## src/rtl/ier_pkg.sv

```systemverilog
// ----------------------------------------------------------------------------
// ier_pkg
// shared constants and the message descriptor type of the echo responder
// ----------------------------------------------------------------------------
package ier_pkg;

    // default buffer depth in words per message
    localparam int MAX_WORDS_DEF = 32;

    // width of the word count field the descriptor carries
    localparam int WCNT_W = 7;

    localparam int WORD_W = 16;
    localparam int IPV4_W = 32;

    // shortest message that can be answered
    localparam int MIN_WORDS = 4;

    localparam logic [7:0]        TYPE_ECHO_REQUEST = 8'd8;
    localparam logic [WORD_W-1:0] SUM_INIT          = 16'hffff;
    localparam logic [WORD_W-1:0] REPLY_HEAD        = 16'h0000;

    // one answered message, handed from the front to the back
    typedef struct packed {
        logic              bank;
        logic [WCNT_W-1:0] count;
        logic [WORD_W-1:0] csum;
        logic [IPV4_W-1:0] addr;
    } desc_t;

endpackage

```

## src/rtl/ier_ram.sv

```systemverilog
// ----------------------------------------------------------------------------
// ier_ram
// generic single-write, single-read ram with registered read data
// ----------------------------------------------------------------------------
module ier_ram #(
    parameter int WIDTH = 16,
    parameter int DEPTH = 64
) (
    input  logic                     clk,
    input  logic                     we,
    input  logic [$clog2(DEPTH)-1:0] waddr,
    input  logic [WIDTH-1:0]         wdata,
    input  logic                     re,
    input  logic [$clog2(DEPTH)-1:0] raddr,
    output logic [WIDTH-1:0]         rdata
);

    logic [WIDTH-1:0] mem_reg [DEPTH];
    logic [WIDTH-1:0] rdata_reg;

    always_ff @(posedge clk)
    begin
        if (we)
        begin
            mem_reg[waddr] <= wdata;
        end
        if (re)
        begin
            rdata_reg <= mem_reg[raddr];
        end
    end

    assign rdata = rdata_reg;

endmodule

```

## src/rtl/ier_front.sv

```systemverilog
// ----------------------------------------------------------------------------
// ier_front
// loads message words into a ram bank, keeps both sums, decides on last word
// ----------------------------------------------------------------------------
module ier_front
    import ier_pkg::*;
#(
    parameter int MAX_WORDS = MAX_WORDS_DEF,
    parameter int IDX_W     = $clog2(MAX_WORDS)
) (
    input  logic              clk,
    input  logic              rst_n,
    input  logic              push,
    output logic              full,
    input  logic [WORD_W-1:0] packet_word,
    input  logic [IPV4_W-1:0] source_address,
    input  logic              last_word,
    output logic              ram_we,
    output logic [IDX_W:0]    ram_waddr,
    output logic [WORD_W-1:0] ram_wdata,
    output logic              desc_push,
    output desc_t             desc,
    input  logic              msg_done
);

    localparam int CNT_W = $clog2(MAX_WORDS + 1);

    // end-around carry add
    function automatic logic [WORD_W-1:0] oc_add(input logic [WORD_W-1:0] a,
                                                 input logic [WORD_W-1:0] b);
        logic [WORD_W:0] s;
        begin
            s = {1'b0, a} + {1'b0, b};
            oc_add = s[WORD_W-1:0] + {{(WORD_W-1){1'b0}}, s[WORD_W]};
        end
    endfunction

    logic [CNT_W-1:0]  count_reg, count_next;
    logic [WORD_W-1:0] total_reg, total_next;
    logic [WORD_W-1:0] body_reg, body_next;
    logic [1:0]        idx_reg, idx_next;
    logic              ovf_reg, ovf_next;
    logic              type_ok_reg, type_ok_next;
    logic [IPV4_W-1:0] addr_reg, addr_next;
    logic              bank_reg, bank_next;
    logic [1:0]        pend_reg, pend_next;

    logic accept;
    logic store;
    logic first;
    logic ok;

    assign full   = (pend_reg == 2'd2);
    assign accept = push && !full;
    assign first  = (idx_reg == 2'd0);
    assign store  = (count_reg < CNT_W'(MAX_WORDS));

    always_comb
    begin
        addr_next    = first ? source_address : addr_reg;
        type_ok_next = first ? (packet_word[15:8] == TYPE_ECHO_REQUEST) : type_ok_reg;
        total_next   = oc_add(total_reg, packet_word);
        body_next    = (idx_reg == 2'd2) ? oc_add(body_reg, packet_word) : body_reg;
        idx_next     = (idx_reg == 2'd2) ? idx_reg : idx_reg + 2'd1;
        count_next   = store ? count_reg + CNT_W'(1) : count_reg;
        ovf_next     = ovf_reg || !store;
        ok = (count_next >= CNT_W'(MIN_WORDS)) && !ovf_next && type_ok_next
             && (total_next == SUM_INIT);
    end

    assign desc_push  = accept && last_word && ok;
    assign desc.bank  = bank_reg;
    assign desc.count = WCNT_W'(count_next);
    assign desc.csum  = ~body_next;
    assign desc.addr  = addr_next;

    assign ram_we    = accept && store;
    assign ram_waddr = {bank_reg, count_reg[IDX_W-1:0]};
    assign ram_wdata = packet_word;

    assign bank_next = desc_push ? !bank_reg : bank_reg;
    assign pend_next = pend_reg + {1'b0, desc_push} - {1'b0, msg_done};

    always_ff @(posedge clk or negedge rst_n)
    begin
        if (!rst_n)
        begin
            count_reg   <= '0;
            total_reg   <= SUM_INIT;
            body_reg    <= SUM_INIT;
            idx_reg     <= 2'd0;
            ovf_reg     <= 1'b0;
            type_ok_reg <= 1'b0;
            addr_reg    <= '0;
            bank_reg    <= 1'b0;
            pend_reg    <= 2'd0;
        end
        else
        begin
            pend_reg <= pend_next;
            bank_reg <= bank_next;
            if (accept)
            begin
                addr_reg    <= addr_next;
                type_ok_reg <= type_ok_next;
                if (last_word)
                begin
                    count_reg <= '0;
                    total_reg <= SUM_INIT;
                    body_reg  <= SUM_INIT;
                    idx_reg   <= 2'd0;
                    ovf_reg   <= 1'b0;
                end
                else
                begin
                    count_reg <= count_next;
                    total_reg <= total_next;
                    body_reg  <= body_next;
                    idx_reg   <= idx_next;
                    ovf_reg   <= ovf_next;
                end
            end
        end
    end

    // at most two messages own a bank
    a_pend_bound: assert property (@(posedge clk) disable iff (!rst_n)
        pend_reg != 2'd3)
        else $error("pending message count out of range");

endmodule

```

## src/rtl/ier_desc_q.sv

```systemverilog
// ----------------------------------------------------------------------------
// ier_desc_q
// two-entry queue of message descriptors between front and back
// ----------------------------------------------------------------------------
module ier_desc_q
    import ier_pkg::*;
(
    input  logic  clk,
    input  logic  rst_n,
    input  logic  push,
    input  desc_t din,
    input  logic  pop,
    output logic  empty,
    output desc_t dout
);

    desc_t      ent_reg [2];
    logic       wptr_reg;
    logic       rptr_reg;
    logic [1:0] cnt_reg;

    assign empty = (cnt_reg == 2'd0);
    assign dout  = ent_reg[rptr_reg];

    always_ff @(posedge clk)
    begin
        if (push)
        begin
            ent_reg[wptr_reg] <= din;
        end
    end

    always_ff @(posedge clk or negedge rst_n)
    begin
        if (!rst_n)
        begin
            wptr_reg <= 1'b0;
            rptr_reg <= 1'b0;
            cnt_reg  <= 2'd0;
        end
        else
        begin
            if (push)
            begin
                wptr_reg <= !wptr_reg;
            end
            if (pop)
            begin
                rptr_reg <= !rptr_reg;
            end
            cnt_reg <= cnt_reg + {1'b0, push} - {1'b0, pop};
        end
    end

    a_no_overrun: assert property (@(posedge clk) disable iff (!rst_n)
        (cnt_reg == 2'd2) |-> !push)
        else $error("descriptor queue overrun");

    a_no_underrun: assert property (@(posedge clk) disable iff (!rst_n)
        empty |-> !pop)
        else $error("descriptor queue underrun");

endmodule

```

## src/rtl/ier_back.sv

```systemverilog
// ----------------------------------------------------------------------------
// ier_back
// walks one descriptor, reads the stored words and fills the result queue
// ----------------------------------------------------------------------------
module ier_back
    import ier_pkg::*;
#(
    parameter int MAX_WORDS = MAX_WORDS_DEF,
    parameter int IDX_W     = $clog2(MAX_WORDS)
) (
    input  logic              clk,
    input  logic              rst_n,
    input  logic              q_empty,
    input  desc_t             q_desc,
    output logic              q_pop,
    output logic              ram_re,
    output logic [IDX_W:0]    ram_raddr,
    input  logic [WORD_W-1:0] ram_rdata,
    output logic              msg_done,
    output logic              empty,
    input  logic              pop,
    output logic [WORD_W-1:0] reply_word,
    output logic [IPV4_W-1:0] dest_address,
    output logic              reply_last
);

    logic             active_reg;
    desc_t            cur_reg;
    logic [IDX_W-1:0] k_reg;

    // read stage
    logic              s1_v_reg;
    logic              s1_sel_reg;
    logic [WORD_W-1:0] s1_val_reg;
    logic              s1_last_reg;
    logic [IPV4_W-1:0] s1_addr_reg;

    // result queue
    logic [WORD_W-1:0] ow_reg [2];
    logic [IPV4_W-1:0] oa_reg [2];
    logic              ol_reg [2];
    logic              owp_reg;
    logic              orp_reg;
    logic [1:0]        ocnt_reg;

    logic              pop_fire;
    logic [2:0]        used;
    logic              issue;
    logic              is_last;
    logic [WORD_W-1:0] meta_val;
    logic [WORD_W-1:0] s1_word;

    assign empty    = (ocnt_reg == 2'd0);
    assign pop_fire = pop && !empty;
    assign used     = {1'b0, ocnt_reg} + {2'b0, s1_v_reg};
    assign issue    = active_reg && ((used < 3'd2) || ((used == 3'd2) && pop_fire));
    assign is_last  = (WCNT_W'(k_reg) == cur_reg.count - WCNT_W'(1));
    assign q_pop    = !active_reg && !q_empty;
    assign msg_done = issue && is_last;

    assign ram_re    = issue;
    assign ram_raddr = {cur_reg.bank, k_reg};

    assign meta_val = (k_reg == '0) ? REPLY_HEAD : cur_reg.csum;
    assign s1_word  = s1_sel_reg ? ram_rdata : s1_val_reg;

    assign reply_word   = ow_reg[orp_reg];
    assign dest_address = oa_reg[orp_reg];
    assign reply_last   = ol_reg[orp_reg];

    always_ff @(posedge clk)
    begin
        if (q_pop)
        begin
            cur_reg <= q_desc;
        end
        if (issue)
        begin
            s1_sel_reg  <= (k_reg >= IDX_W'(2));
            s1_val_reg  <= meta_val;
            s1_last_reg <= is_last;
            s1_addr_reg <= cur_reg.addr;
        end
        if (s1_v_reg)
        begin
            ow_reg[owp_reg] <= s1_word;
            oa_reg[owp_reg] <= s1_addr_reg;
            ol_reg[owp_reg] <= s1_last_reg;
        end
    end

    always_ff @(posedge clk or negedge rst_n)
    begin
        if (!rst_n)
        begin
            active_reg <= 1'b0;
            k_reg      <= '0;
            s1_v_reg   <= 1'b0;
            owp_reg    <= 1'b0;
            orp_reg    <= 1'b0;
            ocnt_reg   <= 2'd0;
        end
        else
        begin
            if (q_pop)
            begin
                active_reg <= 1'b1;
                k_reg      <= '0;
            end
            else if (issue)
            begin
                if (is_last)
                begin
                    active_reg <= 1'b0;
                end
                k_reg <= k_reg + IDX_W'(1);
            end
            s1_v_reg <= issue;
            if (s1_v_reg)
            begin
                owp_reg <= !owp_reg;
            end
            if (pop_fire)
            begin
                orp_reg <= !orp_reg;
            end
            ocnt_reg <= ocnt_reg + {1'b0, s1_v_reg} - {1'b0, pop_fire};
        end
    end

    // read data always finds a free slot in the result queue
    a_out_room: assert property (@(posedge clk) disable iff (!rst_n)
        (s1_v_reg && (ocnt_reg == 2'd2)) |-> pop_fire)
        else $error("result queue overrun");

    // the last word of a reply ends the walk
    a_walk_end: assert property (@(posedge clk) disable iff (!rst_n)
        msg_done |=> !active_reg)
        else $error("walk continued past last word");

endmodule

```

## src/rtl/icmp_echo_responder_unit.sv

```systemverilog
// ----------------------------------------------------------------------------
// icmp_echo_responder_unit
// answers icmp echo requests with echo replies, word by word
// ----------------------------------------------------------------------------
// path: after the last request word the first reply word passes the
//   descriptor queue, walker, read stage and result queue, then reply words
//   follow one per cycle while pop keeps up
// throughput: one request word per cycle in while full is low; a new reply
//   waits on the last; full rises while two answered messages hold the banks
// reset: asynchronous, active low; control state clears at once, no sweep
// ----------------------------------------------------------------------------
module icmp_echo_responder_unit
    import ier_pkg::*;
#(
    parameter int MAX_WORDS = MAX_WORDS_DEF
) (
    input  logic              clk,
    input  logic              rst_n,
    // request side
    input  logic              push,
    output logic              full,
    input  logic [WORD_W-1:0] packet_word,
    input  logic [IPV4_W-1:0] source_address,
    input  logic              last_word,
    // reply side
    output logic              empty,
    input  logic              pop,
    output logic [WORD_W-1:0] reply_word,
    output logic [IPV4_W-1:0] dest_address,
    output logic              reply_last
);

    // word index within one bank, plus one bank select bit on top
    localparam int IDX_W     = $clog2(MAX_WORDS);
    localparam int RAM_AW    = IDX_W + 1;
    localparam int RAM_DEPTH = 2 ** RAM_AW;

    logic              ram_we;
    logic [RAM_AW-1:0] ram_waddr;
    logic [WORD_W-1:0] ram_wdata;
    logic              ram_re;
    logic [RAM_AW-1:0] ram_raddr;
    logic [WORD_W-1:0] ram_rdata;

    logic  desc_push;
    desc_t desc_in;
    logic  desc_pop;
    logic  desc_empty;
    desc_t desc_out;
    logic  msg_done;

    // front: takes each word transfer, writes it to the current bank while the
    // bank has room and updates both ones-complement sums; on the last word a
    // good message becomes a descriptor and the bank flips
    ier_front #(
        .MAX_WORDS (MAX_WORDS),
        .IDX_W     (IDX_W)
    ) u_front (
        .clk            (clk),
        .rst_n          (rst_n),
        .push           (push),
        .full           (full),
        .packet_word    (packet_word),
        .source_address (source_address),
        .last_word      (last_word),
        .ram_we         (ram_we),
        .ram_waddr      (ram_waddr),
        .ram_wdata      (ram_wdata),
        .desc_push      (desc_push),
        .desc           (desc_in),
        .msg_done       (msg_done)
    );

    // message buffer, two banks of 2**IDX_W words, MAX_WORDS used in each
    ier_ram #(
        .WIDTH (WORD_W),
        .DEPTH (RAM_DEPTH)
    ) u_ram (
        .clk   (clk),
        .we    (ram_we),
        .waddr (ram_waddr),
        .wdata (ram_wdata),
        .re    (ram_re),
        .raddr (ram_raddr),
        .rdata (ram_rdata)
    );

    // short queue decoupling the loader from the reply walker
    ier_desc_q u_desc_q (
        .clk   (clk),
        .rst_n (rst_n),
        .push  (desc_push),
        .din   (desc_in),
        .pop   (desc_pop),
        .empty (desc_empty),
        .dout  (desc_out)
    );

    // back: header word, checksum word, then the copied words from the ram;
    // releases the bank once its last word has been read
    ier_back #(
        .MAX_WORDS (MAX_WORDS),
        .IDX_W     (IDX_W)
    ) u_back (
        .clk          (clk),
        .rst_n        (rst_n),
        .q_empty      (desc_empty),
        .q_desc       (desc_out),
        .q_pop        (desc_pop),
        .ram_re       (ram_re),
        .ram_raddr    (ram_raddr),
        .ram_rdata    (ram_rdata),
        .msg_done     (msg_done),
        .empty        (empty),
        .pop          (pop),
        .reply_word   (reply_word),
        .dest_address (dest_address),
        .reply_last   (reply_last)
    );

endmodule
```

## config.mk

```make
export PLATFORM = sky130hd
export DESIGN_NAME = icmp_echo_responder_unit
export DESIGN_NICKNAME = d
export VERILOG_FILES = /design/src/rtl/ier_pkg.sv /design/src/rtl/ier_ram.sv /design/src/rtl/ier_front.sv /design/src/rtl/ier_desc_q.sv /design/src/rtl/ier_back.sv /design/src/rtl/icmp_echo_responder_unit.sv
export SDC_FILE = /design/constraint.sdc
export NUM_CORES = 2
export LEC_CHECK = 0
export BUFFER_PORTS_ARGS = -buffer_cell sky130_fd_sc_hd__buf_4
export CAP_MARGIN = 10
export CELL_PAD_IN_SITES_DETAIL_PLACEMENT = 0
export CELL_PAD_IN_SITES_GLOBAL_PLACEMENT = 1
export CORE_UTILIZATION = 40
export DETAILED_ROUTE_END_ITERATION = 10
export PLACE_DENSITY_LB_ADDON = 0.1
export SYNTH_ARGS = -nofsm -noshare
export SYNTH_HDL_FRONTEND = slang
export SYNTH_SLANG_ARGS = --single-unit
```

## constraint.sdc

```tcl
create_clock -name clk -period 16.5 [get_ports clk]
set_input_delay 2.475 -clock clk [delete_from_list [all_inputs] [get_ports clk]]
set_output_delay 2.475 -clock clk [all_outputs]
set_load 0.02 [all_outputs]
```

==> summary.md <==
| Metric | Value |
|---|---|
| Vias in the first global route | `29200` |
| Fmax | `119 MHz` |
| Final Skew | `0.0312 ns` |
| Core Util, Final | `46.5%` |
| Initial antenna violation count | `0` |
| Syn Nets | `2947` |
| Tightest Hold Check Type | `flip-flop to flip-flop` |
| Share of layout cells above drive strength 1 | `32.1%` |
| Yosys reg bits | `1445` |
| Unique cell type count in the Yosys netlist | `76` |
| Global-route usage over all layers | `20.2%` |
| Int Power | `7.86 mW` |
| Final Hold Viols | `0` |
| Residual DRC | `0` |
| Number of I/O pins | `104` |
| CTS tree | `done` |
| CP Class | `input port to flip-flop` |
| Worst-case reg-to-reg path depth | `20` |
| Top FF cell, synth | `edfxtp_1` |
| TritonCTS Buffers | `154` |
| Clock Tree Root | `clkbuf_16` |
| Clock power share | `29.9%` |
| Crit. End Element | `flip-flop` |
| Num rows | `138` |
| Sequential share of power | `41.2%` |
| Max reg flops | `1024` |
| Mapped Area | `57700 um^2` |
| Crit-path max FO | `66` |
| Maximum clock insertion buffer count | `3` |
| Sequential share of the synthesized area | `74.5%` |
| CP required | `16.90 ns` |
| Slew margin rel. | `31.0%` |
| Worst setup slack after layout | `8.12 ns` |
| PwrDens | `172 nW/um^2` |
| Vias post-DR | `28000` |
| H-tree levels | `4` |
| Avg Cell Area, Syn | `20.3 um^2` |
| Wire per inst | `28.5 um` |
| Hold depth | `0` |
| Syn-to-layout area delta | `14.8%` |
| Max_cap viols | `0` |
| Setup Viol. Count Final | `0` |
| Register Area | `43000 um^2` |
| Slew Limit Fails | `0` |
| Synthesis Warnings | `0` |
| Maximum VDD drop | `0.118 mV` |
| Net Switching | `3.52 mW` |
| Post-synth top area cell | `edfxtp_1` |
| Starting DRT DRC Count | `2462` |
| Initial core utilization | `40.5%` |
| Port bufs | `103` |
| Routability Congestion | `0.790` |
| Non-Filler Instances | `5086` |
| Global-route wire length before repair | `210 mm` |
| Multi-input gate area | `14100 um^2` |
| Postcts setup bufs | `0` |
| Post-CTS sizing | `0` |
| Clock transition at path regs | `0.06 ns` |
| Unrepaired setup endpoints after global routing | `no` |
| Post-route ant nets | `0` |
| DIE AREA | `146000 um^2` |
| FFs w/ async S/R, synth | `6.37%` |
| Largest cells by area after synthesis | `edfxtp_1, mux4_2, mux2_2` |
| Crit start category | `input port` |
| Comb power frac | `29.0%` |
| Core area | `142000 um^2` |
| Final #Nets | `3176` |
| Switching Share | `30.9%` |
| Final Cycle Share | `50.8%` |
| Worst-Margin Slew | `1.03 ns` |
| DR vias/cell | `5.51` |
| Detailed Route WL | `145 mm` |
| Pre-CTS setup slack | `7.20 ns` |
| Die height | `382 um` |
| Cells after Synth | `2840` |
| Post-synth EDFFs | `1353` |
| Congestion Overflow GR | `0` |
| Cts hold-fix bufs | `0` |
| Final worst path period need | `8.38 ns` |
| Worst path arrival time | `8.78 ns` |
| Setup TNS | `0 ns` |
| Layout fillers | `11900` |
| Clock sink count | `1445` |
| LEAKAGE | `21.4 nW` |
| DR pass1 iterations | `5` |
| Cells after DPL | `4803` |
| Later-pin clock latency in the skew report | `0.80 ns` |
| Post-synth top area share | `70.5%` |
| Largest net degree at the start of global routing | `91` |
| Post-DP HPWL | `85.4 mm` |
| Outcome | `finished clean` |
| Die W | `382 um` |
-- metal layers --
metal,vias up,share of wire (%),global-route usage [%]
met5,-,0,0
met3,172,4.5,3.39
met1,15000,44,28.1
met4,0,2.5,6.10
met2,691,49,32.5
li1,12100,-,-
-- power groups by stage --
stage	clock (mW)	combinational [mW]	sequential (mW)
6_report	3.40	3.30	4.68
5_1_grt	3.62	3.54	4.73
4_1_cts	3.48	3.37	4.69
3_5_place_dp	0	3.36	4.77
3_3_place_gp	0	3.33	4.76
2_1_floorplan	0	2.27	4.62
-- cells in the mapped netlist (23+ instances only) --
library cell	number
nor2b_1	29
dfstp_2	32
a21oi_1	70
nor2_1	130
o21ai_0	34
edfxtp_1	1353
nand2_1	40
dfrtp_1	60
mux2i_1	51
xnor2_1	37
buf_1	41
inv_1	31
mux4_2	305
nor3_1	23
xor2_1	28
ha_1	52
clkbuf_1	82
mux2_2	186
-- layout by cell type, fill, tap and decap left out, types with 30 or more instances in the layout --
cell type and count:
clkinv_2 32, mux2_2 186, a21oi_1 70, o21ai_0 34
nor2_1 96, nor2_2 30, dfstp_2 32, buf_4 212
mux4_2 305, nand2_1 40, mux2i_1 51, ha_1 51
dfrtp_1 54, clkbuf_16 156, edfxtp_1 1353, xnor2_1 37
inv_1 31
-- cell families after synthesis --
logic type                 share of synthesized area [%]
buffers and inverters                               1.15
and+or+nand+nor                                     2.85
muxes                                               16.5
adders and majority gates                           1.20
AOI/OAI and AO/OA                                   2.78
xor gates and xnor gates                            1.03
DFF                                                 74.5
-- final cells by class --
cell class / instances / share of cell area, %
clock inverters: 92 / 1.36
repair buffers: 213 / 2.43
diodes: 3 / 0.0113
flip-flops and latches: 1445 / 65.0
clock buffers: 188 / 6.12
well taps: 1890 / 3.57
inverters: 31 / 0.176
multi-input cells: 1224 / 21.4
-- critical path: stages --
cell and delay [ns]:
buf_4 0.59, ha_1 0.45, a21o_1 0.24, a21oi_1 0.28, a211o_1 0.23, a21oi_1 0.08
o41ai_1 0.63, nor2b_1 0.10, o21ai_0 0.17, nand2b_1 0.10, ha_1 0.20, ha_1 0.30
nand2_1 0.06, or4_1 0.40, a2111o_1 0.37, nor4_1 0.24, nand4b_1 0.14, a211oi_1 0.23
o2111ai_2 0.45, nor2_4 0.20, buf_4 0.65
-- final timing paths --
path                                            from                      end  slack, ns
max in group asynchronous                      rst_n          u_back.k_reg[0]      13.36
worst min register to register    u_back.cur_reg[13]   u_back.s1_addr_reg[13]       0.41
worst max-delay path                  packet_word[4]  u_desc_q.ent_reg[0][29]       8.12
min in group asynchronous                      rst_n      u_front.addr_reg[8]       1.73
worst max register to register  u_front.total_reg[7]  u_desc_q.ent_reg[0][28]       9.96
worst min-delay path              u_back.cur_reg[13]   u_back.s1_addr_reg[13]       0.41
-- per-stage QoR --
| stage | total power, mW | instance area [um^2] | hold WS, ns |
|---|---|---|---|
| 2_1_floorplan | 6.89 | 57700 | 0.400 |
| 3_3_place_gp | 8.08 | 61200 | 0.401 |
| 3_5_place_dp | 8.13 | 61200 | 0.405 |
| 4_1_cts | 11.5 | 66200 | 0.408 |
| 5_1_grt | 11.9 | 66200 | 0.425 |
| 6_report | 11.4 | 66200 | 0.411 |
Power figures use the tool's default switching activity.
